`src/hdl/stepper_phase_sequencer_macros.svh`:
```
// Assertion helpers for the stepper sequencer.
// Both sample on clk and are disabled while rst_n is low.
`ifndef STEPPER_PHASE_SEQUENCER_MACROS_SVH
`define STEPPER_PHASE_SEQUENCER_MACROS_SVH

// Same-cycle implication.
`define SPS_ASSERT_NOW(label, cond, expr) \
    label: assert property (@(posedge clk) disable iff (!rst_n) (cond) |-> (expr)) \
        else $error("sps assertion failed");

// Next-cycle implication.
`define SPS_ASSERT_NEXT(label, cond, expr) \
    label: assert property (@(posedge clk) disable iff (!rst_n) (cond) |=> (expr)) \
        else $error("sps assertion failed");

`endif

```
`src/hdl/sps_pkg.sv`:
```
package sps_pkg;

    localparam int TICKS_PER_STEP_DEF = 40;
    localparam int POS_WIDTH_DEF      = 16;

    // Command codes
    localparam logic [1:0] ACT_TICK   = 2'd0;
    localparam logic [1:0] ACT_HOME   = 2'd1;
    localparam logic [1:0] ACT_TARGET = 2'd2;
    localparam logic [1:0] ACT_OFFSET = 2'd3;

    // Drive modes; code 3 freezes the phase
    localparam logic [1:0] MODE_NORMAL = 2'd0;
    localparam logic [1:0] MODE_WAVE   = 2'd1;
    localparam logic [1:0] MODE_HALF   = 2'd2;

    // Register indexes on the config port
    localparam logic [2:0] REG_DRIVE_MODE     = 3'd0;
    localparam logic [2:0] REG_OVERSHOOT      = 3'd1;
    localparam logic [2:0] REG_MAX_HOME       = 3'd2;
    localparam logic [2:0] REG_POS_DARK       = 3'd3;
    localparam logic [2:0] REG_POS_REFERENCE  = 3'd4;
    localparam logic [2:0] REG_POS_PROD_START = 3'd5;
    localparam logic [2:0] REG_POS_PROD_END   = 3'd6;

    // Register reset values
    localparam logic [1:0]  DRIVE_MODE_RST     = MODE_HALF;
    localparam logic [7:0]  OVERSHOOT_RST      = 8'd0;
    localparam logic [14:0] MAX_HOME_RST       = 15'd32500;
    localparam logic [15:0] POS_DARK_RST       = 16'd0;
    localparam logic [15:0] POS_REFERENCE_RST  = 16'd10;
    localparam logic [15:0] POS_PROD_START_RST = 16'd20;
    localparam logic [15:0] POS_PROD_END_RST   = 16'd30;

    localparam logic [3:0] PHASE_RST = 4'd1;

    typedef struct packed {
        logic [1:0]        action;
        logic [1:0]        target_select;
        logic signed [15:0] offset_steps;
        logic              at_home;
    } sps_cmd_t;

    typedef struct packed {
        logic [3:0]         phase;
        logic               phase_apply;
        logic               release_res;
        logic               moving;
        logic signed [15:0] position;
        logic signed [15:0] pending;
    } sps_res_t;

    typedef struct packed {
        logic [1:0]       drive_mode;
        logic [7:0]       overshoot_steps;
        logic [14:0]      max_home_steps;
        logic [3:0][15:0] pos_target;
    } sps_cfg_t;

    typedef struct packed {
        logic apply;
        logic release_hit;
    } sps_flags_t;

    // Phase 1..8 advanced one step; toward home moves up, away moves down.
    function automatic logic [3:0] sps_next_phase(input logic [3:0] p,
                                                  input logic [1:0] mode,
                                                  input logic toward_home);
        logic [2:0] d;
        logic [2:0] stp;
        logic [2:0] base;
        logic [2:0] sum;
        logic       keep;
        d    = 3'd1;
        keep = 1'b0;
        unique case (mode)
            MODE_NORMAL: d = p[0] ? 3'd2 : 3'd1;
            MODE_WAVE:   d = p[0] ? 3'd1 : 3'd2;
            MODE_HALF:   d = 3'd1;
            default:     keep = 1'b1;
        endcase
        stp  = toward_home ? d : (3'd0 - d);
        base = 3'(p - 4'd1);
        sum  = base + stp;
        return keep ? p : ({1'b0, sum} + 4'd1);
    endfunction

endpackage

```
`src/hdl/sps_step.sv`:
```
module sps_step
    import sps_pkg::*;
#(
    parameter int TICKS_PER_STEP = TICKS_PER_STEP_DEF,
    parameter int POS_WIDTH      = POS_WIDTH_DEF,
    localparam int DIV_W         = $clog2(TICKS_PER_STEP + 1)
)
(
    input  sps_cfg_t               cfg,
    input  sps_cmd_t               cmd,
    input  logic [3:0]             phase_cur,
    input  logic [DIV_W-1:0]       div_cur,
    input  logic [POS_WIDTH-1:0]   pending_cur,
    input  logic [POS_WIDTH-1:0]   position_cur,
    input  logic [7:0]             ovs_cur,
    input  logic                   moving_cur,
    output logic [3:0]             phase_next,
    output logic [DIV_W-1:0]       div_next,
    output logic [POS_WIDTH-1:0]   pending_next,
    output logic [POS_WIDTH-1:0]   position_next,
    output logic [7:0]             ovs_next,
    output logic                   moving_next,
    output sps_flags_t             flags
);

    localparam logic [DIV_W-1:0] DIV_LAST = DIV_W'(TICKS_PER_STEP);

    logic [DIV_W-1:0]     div_inc;
    logic [15:0]          tgt16;
    logic [31:0]          tgt32;
    logic [31:0]          ofs32;
    logic [31:0]          home32;
    logic [POS_WIDTH-1:0] tgt_ext;
    logic [POS_WIDTH-1:0] ofs_ext;
    logic [POS_WIDTH-1:0] home_ext;

    assign div_inc  = div_cur + 1'b1;
    assign tgt16    = cfg.pos_target[cmd.target_select];
    assign tgt32    = {{16{tgt16[15]}}, tgt16};
    assign ofs32    = {{16{cmd.offset_steps[15]}}, cmd.offset_steps};
    assign home32   = {17'd0, cfg.max_home_steps};
    assign tgt_ext  = tgt32[POS_WIDTH-1:0];
    assign ofs_ext  = ofs32[POS_WIDTH-1:0];
    assign home_ext = home32[POS_WIDTH-1:0];

    always_comb
    begin
        phase_next    = phase_cur;
        div_next      = div_cur;
        pending_next  = pending_cur;
        position_next = position_cur;
        ovs_next      = ovs_cur;
        moving_next   = moving_cur;
        flags         = '0;
        unique case (cmd.action)
            ACT_HOME:
            begin
                position_next = home_ext;
                pending_next  = -home_ext;
                ovs_next      = cfg.overshoot_steps;
                moving_next   = 1'b1;
            end
            ACT_TARGET:
            begin
                pending_next = tgt_ext - position_cur;
                ovs_next     = cfg.overshoot_steps;
                moving_next  = 1'b1;
            end
            ACT_OFFSET:
            begin
                pending_next = ofs_ext;
                ovs_next     = cfg.overshoot_steps;
                moving_next  = 1'b1;
            end
            default:
            begin
                if (moving_cur)
                begin
                    if (div_inc == DIV_LAST)
                    begin
                        div_next = '0;
                        if (pending_cur == '0)
                        begin
                            flags.release_hit = 1'b1;
                            moving_next       = 1'b0;
                        end
                        else if (!pending_cur[POS_WIDTH-1])
                        begin
                            phase_next    = sps_next_phase(phase_cur, cfg.drive_mode, 1'b0);
                            position_next = position_cur + 1'b1;
                            pending_next  = pending_cur - 1'b1;
                            flags.apply   = 1'b1;
                        end
                        else
                        begin
                            flags.apply = 1'b1;
                            if (cmd.at_home && ovs_cur == 8'd0)
                            begin
                                // home reached with no overshoot left: zero out
                                position_next = '0;
                                pending_next  = '0;
                            end
                            else
                            begin
                                if (cmd.at_home)
                                begin
                                    ovs_next = ovs_cur - 8'd1;
                                end
                                phase_next    = sps_next_phase(phase_cur, cfg.drive_mode, 1'b1);
                                position_next = position_cur - 1'b1;
                                pending_next  = pending_cur + 1'b1;
                            end
                        end
                    end
                    else
                    begin
                        div_next = div_inc;
                    end
                end
            end
        endcase
    end

endmodule

```
`config.mk`:
```
export PLATFORM = sky130hd
export DESIGN_NAME = sps_step
export DESIGN_NICKNAME = d
export VERILOG_FILES = /design/src/hdl/stepper_phase_sequencer_macros.svh /design/src/hdl/sps_pkg.sv /design/src/hdl/sps_step.sv
export SDC_FILE = /design/constraint.sdc
export NUM_CORES = 1
export LEC_CHECK = 0
export BUFFER_PORTS_ARGS = -buffer_cell sky130_fd_sc_hd__buf_2
export CAP_MARGIN = 5
export CORE_ASPECT_RATIO = 1.2
export CORE_UTILIZATION = 53
export DETAILED_ROUTE_END_ITERATION = 7
export PLACE_DENSITY = 0.9
export SYNTH_ARGS = -nofsm -noshare
export SYNTH_HDL_FRONTEND = slang
export SYNTH_SLANG_ARGS = --single-unit
```
`constraint.sdc`:
```
create_clock -name vclk -period 5.5
set_input_delay 0.275 -clock vclk [all_inputs]
set_output_delay 0.275 -clock vclk [all_outputs]
set_load 0.01 [all_outputs]
```
# Word-level counts from Yosys, hierarchy flattened
# Cells that the tools add are included.
# classes
addsub,14
n_lt_le_gt_ge,1
n_eq_ne,6
mux,66
reduce_logical,7
# op_table
op,n
two-way mux 16 bit,11
two-way mux 8 bit,7
case mux 16 bit (3 select lines),1
two-way mux 3 bit,11
"adder 16 x 1 -> 16 bit, second input constant",2
binary-select mux 16 bit (select 2 bit),1
two-way mux 4 bit,8
case mux 16 bit (2 select lines),1
"subtractor 16 x 1 -> 16 bit, second input constant",2
two-way mux 6 bit,3
two-way mux 1 bit,17
logical NOT 16 bit,1
negation 15 -> 16 bit,1
subtractor 16 bit,1
two-way mux 2 bit,5
"adder 3 x 1 -> 4 bit, second input constant",2
logical NOT 8 bit,1
"subtractor 8 x 1 -> 8 bit, second input constant",1
adder 3 bit,2
"adder 6 x 1 -> 6 bit, second input constant",1
"equality test 2 bit, second input constant",3
"equality test 6 bit, second input constant",1
OR reduction 3 bit,2
"equality test 2 x 1 -> 1 bit, second input constant",2
other kinds (7),7
# word_totals
ff_bits,0
inputBits,161
out_inout_bits,53
wordCells,94

# Longest topological paths before layout
# depth
depth_word,17
depth_mapped,12
mapped_depth_nobuf,11

# Worst setup path after synthesis
# Ideal clock, no wire load.
# synth_path
path_kind,input to output
startpoint,input port cmd[17] in the netlist's numbering
endpoint,output port pending_next[11]
arrival_ns,3.611
required_time_ns,5.225
setup_slack_ns,1.614
stages,11
n_path_buf,2
path_cell_list,clkbuf_1 > buf_1 > mux4_2 > ha_1 > a21oi_1 > a21oi_1 > a211oi_1 > a21bo_2 > a21oi_1 > xnor2_1 > mux4_2
# synth_via
elab_chain_len,4
# synth_lines
item,line,rtl
from (decl),sps_step.sv:10,"input sps_cmd_t cmd,"
binary-select mux 16 bit (select 2 bit),sps_step.sv:38,assign tgt16 = cfg.pos_target[cmd.target_select];
two-way mux 16 bit (implied by the code),sps_step.sv:38,
subtractor 16 bit,sps_step.sv:65,pending_next = tgt_ext - position_cur;
case mux 16 bit (3 select lines),sps_step.sv:55,unique case (cmd.action)
to (decl),sps_step.sv:19,"output logic [POS_WIDTH-1:0] pending_next,"
# Every way passes these cells. The select of a mux whose other input is x is not followed.

# Final worst setup path
# layout_path
startpoint,input port cmd[17] in the netlist's numbering
endpoint,output port pending_next[13]
# The elaborated chain is that of the path after synthesis.

==> results.yml <==
yosys:
  synthCells: 657
  synth_area_per_cell_um2: 6.648
  synth_top_area_share_pct: 11.86
  ys_seq_area_share_pct: 0
  ys_types: 65
  synth_largest_area_cell: "mux4_2"
  synthTopCellsByArea: "mux4_2 (12%), ha_1 (7.2%), a21oi_1 (6.8%)"
  syn-num-nets: 846
  syn_area_um2: 4368
  yosys_warnings: 0
timing:
  fmax_mhz: 257.6
  slew_viol_final: 0
  post-route-min-period_ns: 3.881
  fin_crit_sh_pct: 70.57
  hold_viol: 0
  setup_viol_count_final: 0
  worstMarginPinSlew_ns: 0.8486
  fin_setup_tns_ns: 0
  rsz0062_at_grt: "no"
  relSlewSlack_pct: 42.90
pwr:
  p_leak_nw: 2.385
  p_switching_mw: 0.2750
  p_comb_share_pct: 100.0
  pwr-share-clk_pct: 0
  p_per_area_nw_per_um2: 91.31
  peakVddDrop_mv: 0.05900
  cellInternalPower_mw: 0.2192
  p_sw_share_pct: 55.65
  p_seq_share_pct: 0
place:
  gp_congestion: 0.9785
  dp.final_hpwl_um: 13510
  port_buffers: 214
route:
  ant_nets: 0
  wl_per_cell_um: 18.19
  drcViolationCount: 13
  vias_per_cell: 6.731
  drt_pre_antenna_iters: 8
  vias: 6213
  first_iter_violations: 523
  routed_wl_um: 16790
final_layout:
  final_util_pct: 69.03
  antenna_cells: 0
  syn_to_final_growth_pct: 23.89
  n_clock_buffer: 0
  nFillCells: 717
  seq_area_um2: 0
  layout.nets: 1022
  layout-drive-gt1-share_pct: 30.81
  seq_cells: 0
clock_network:
  post-cts-setup-buffers: 0
  cts.hold.buffers_added: 0
  cts_resized: 0
grt:
  grt_max_degree: 46
  grt_pass1_vias: 5592
  grtUsageTotal_pct: 37.27
  antenna_found_initial: 0
  grt_pass1_wl_um: 26170
  overflow: 0
die:
  die_w_um: 84.87
  start_util_pct: 55.72
  die_h_um: 101.4
  die_area_um2: 8610
  ioPinCount: 214
  rows: 35
  coreArea_um2: 7839
worst_hold_path:
  whs_endpoint: "div_next[4]"
  hold_depth: 3
  hp-start: "div_cur[4]"
  hold_path.class: "in -> out"
status:
  status: "finished, violations left"
  violations: "design-rule violations"
worst_setup_path:
  critPathLaunch: "cmd[17]"
  critPathArrivalTime_ns: 3.61
  critPathKind: "in -> out"
  critPathMaxStageDelay_ns: 0.57
  path_cells: "buf_2 -> mux4_2 -> ha_1 -> a21o_1 -> a21oi_1 -> o21ai_0 -> a311oi_1 -> o41ai_1 -> and4_1 -> nor3_1 -> buf_2"
  cp.required_ns: 5.22
  crit_path_end_kind: "output pin"
  crit_fanout: 16
  cp_slowest_cell: "mux4_2"
  startpoint_type: "input port"
  cp_common_cell: "buf_2"
run:
  maxCapViolations: 0
cell usage after synthesis (all sizes together), types with 3 or more instances:
library cell,count
and4,3
o21ai,39
and3,12
nand4,9
a22oi,3
o221ai,4
o311ai,9
ha,25
a22o,3
mux2i,5
o31a,3
a221oi,3
o31ai,7
a21oi,59
mux4,23
a31oi,14
o221a,4
xor2,16
nand2b,8
fa,3
or2,3
a211oi,6
o32ai,3
nor3b,3
xnor2,31
inv,42
o22ai,14
or4,3
nor3,29
a41oi,3
nor2b,7
or3,12
clkbuf,37
nand2,65
buf,7
o211ai,6
nor4,12
a21o,8
and2,9
nand3,27
nor2,51
cell usage in the layout, fill, tap and decap left out, types with 12 or more instances in the layout:
master and count:
inv_1 41, o21ai_0 39, nor3_1 29, mux4_2 23, a31oi_1 14, ha_1 25
xor2_1 16, nor2_1 50, or3_1 12, o22ai_1 14, and3_1 12, buf_2 214
xnor2_1 31, nand2_1 64, nand3_1 27, a21oi_1 59, nor4_1 12
final cells by class:
type                            count  area [um^2]  share of cell area (%)
Tap cell                           92        115.1                   2.127
Inverter                           42        157.7                   2.913
Multi-Input combinational cell    571         4038                   74.61
Timing Repair Buffer              218         1101                   20.35
power by group through the flow:
| stage | Sequential, mW | Clock, mW | Combinational [mW] |
|---|---|---|---|
| after CTS | 0 | 0 | 0.485 |
| after floorplan | 0 | 0 | 0.306 |
| after global placement | 0 | 0 | 0.470 |
| after detailed placement | 0 | 0 | 0.483 |
| final | 0 | 0 | 0.494 |
| after global routing | 0 | 0 | 0.535 |
critical path, delay by kind of cell:
kind / cells / cell delay (ns)
AO/OA/AOI/OAI: 5 / 1.27
adder cells (fa/ha/maj): 1 / 0.35
buffers and inverters: 2 / 0.61
multiplexers: 1 / 0.57
AND/OR/NAND/NOR: 2 / 0.52
how the worst max path moves through the flow:
stage | slack [ns] | endpoint
finish | 1.62 | pending_next[13]
global route | 1.39 | pending_next[13]
CTS | 1.77 | pending_next[11]
detailed placement | 1.78 | pending_next[11]
global placement | 1.87 | pending_next[8]
floorplan | 1.61 | pending_next[11]
through the flow:
step                hold WS, ns  instances  instance area (um^2)  setup slack [ns]  power [mW]
detailed placement       0.8642        923                  5411             1.775      0.4835
floorplan                0.6377        657                  4368             1.614      0.3056
CTS                      0.8680        923                  5411             1.767      0.4853
global placement         0.8549        923                  5411             1.875      0.4698
global route             0.8861        923                  5411             1.393      0.5352
finish                   0.8682        923                  5411             1.619      0.4941
logic make-up (layout without fill, tap and decap cells):
family | count (synthesis) | count (layout) | synth area share (%)
multiplexers | 30 | 30 | 13.52
XOR/XNOR | 47 | 47 | 9.424
adder cells (fa/ha/maj) | 28 | 28 | 8.536
AO/OA/AOI/OAI | 208 | 208 | 31.08
AND/OR/NAND/NOR | 258 | 258 | 29.76
buffers and inverters | 86 | 260 | 7.677
per-layer routing:
layer  up-vias  wire (um)  global-route usage [%]
met4         0        634                   13.95
met3        58       1719                   1.956
met5         -          0                       0
met1      2866       6239                   46.74
met2       442       8198                   67.73
li1       2847          -                       -
Note: power is estimated with default switching activity, not from simulation.
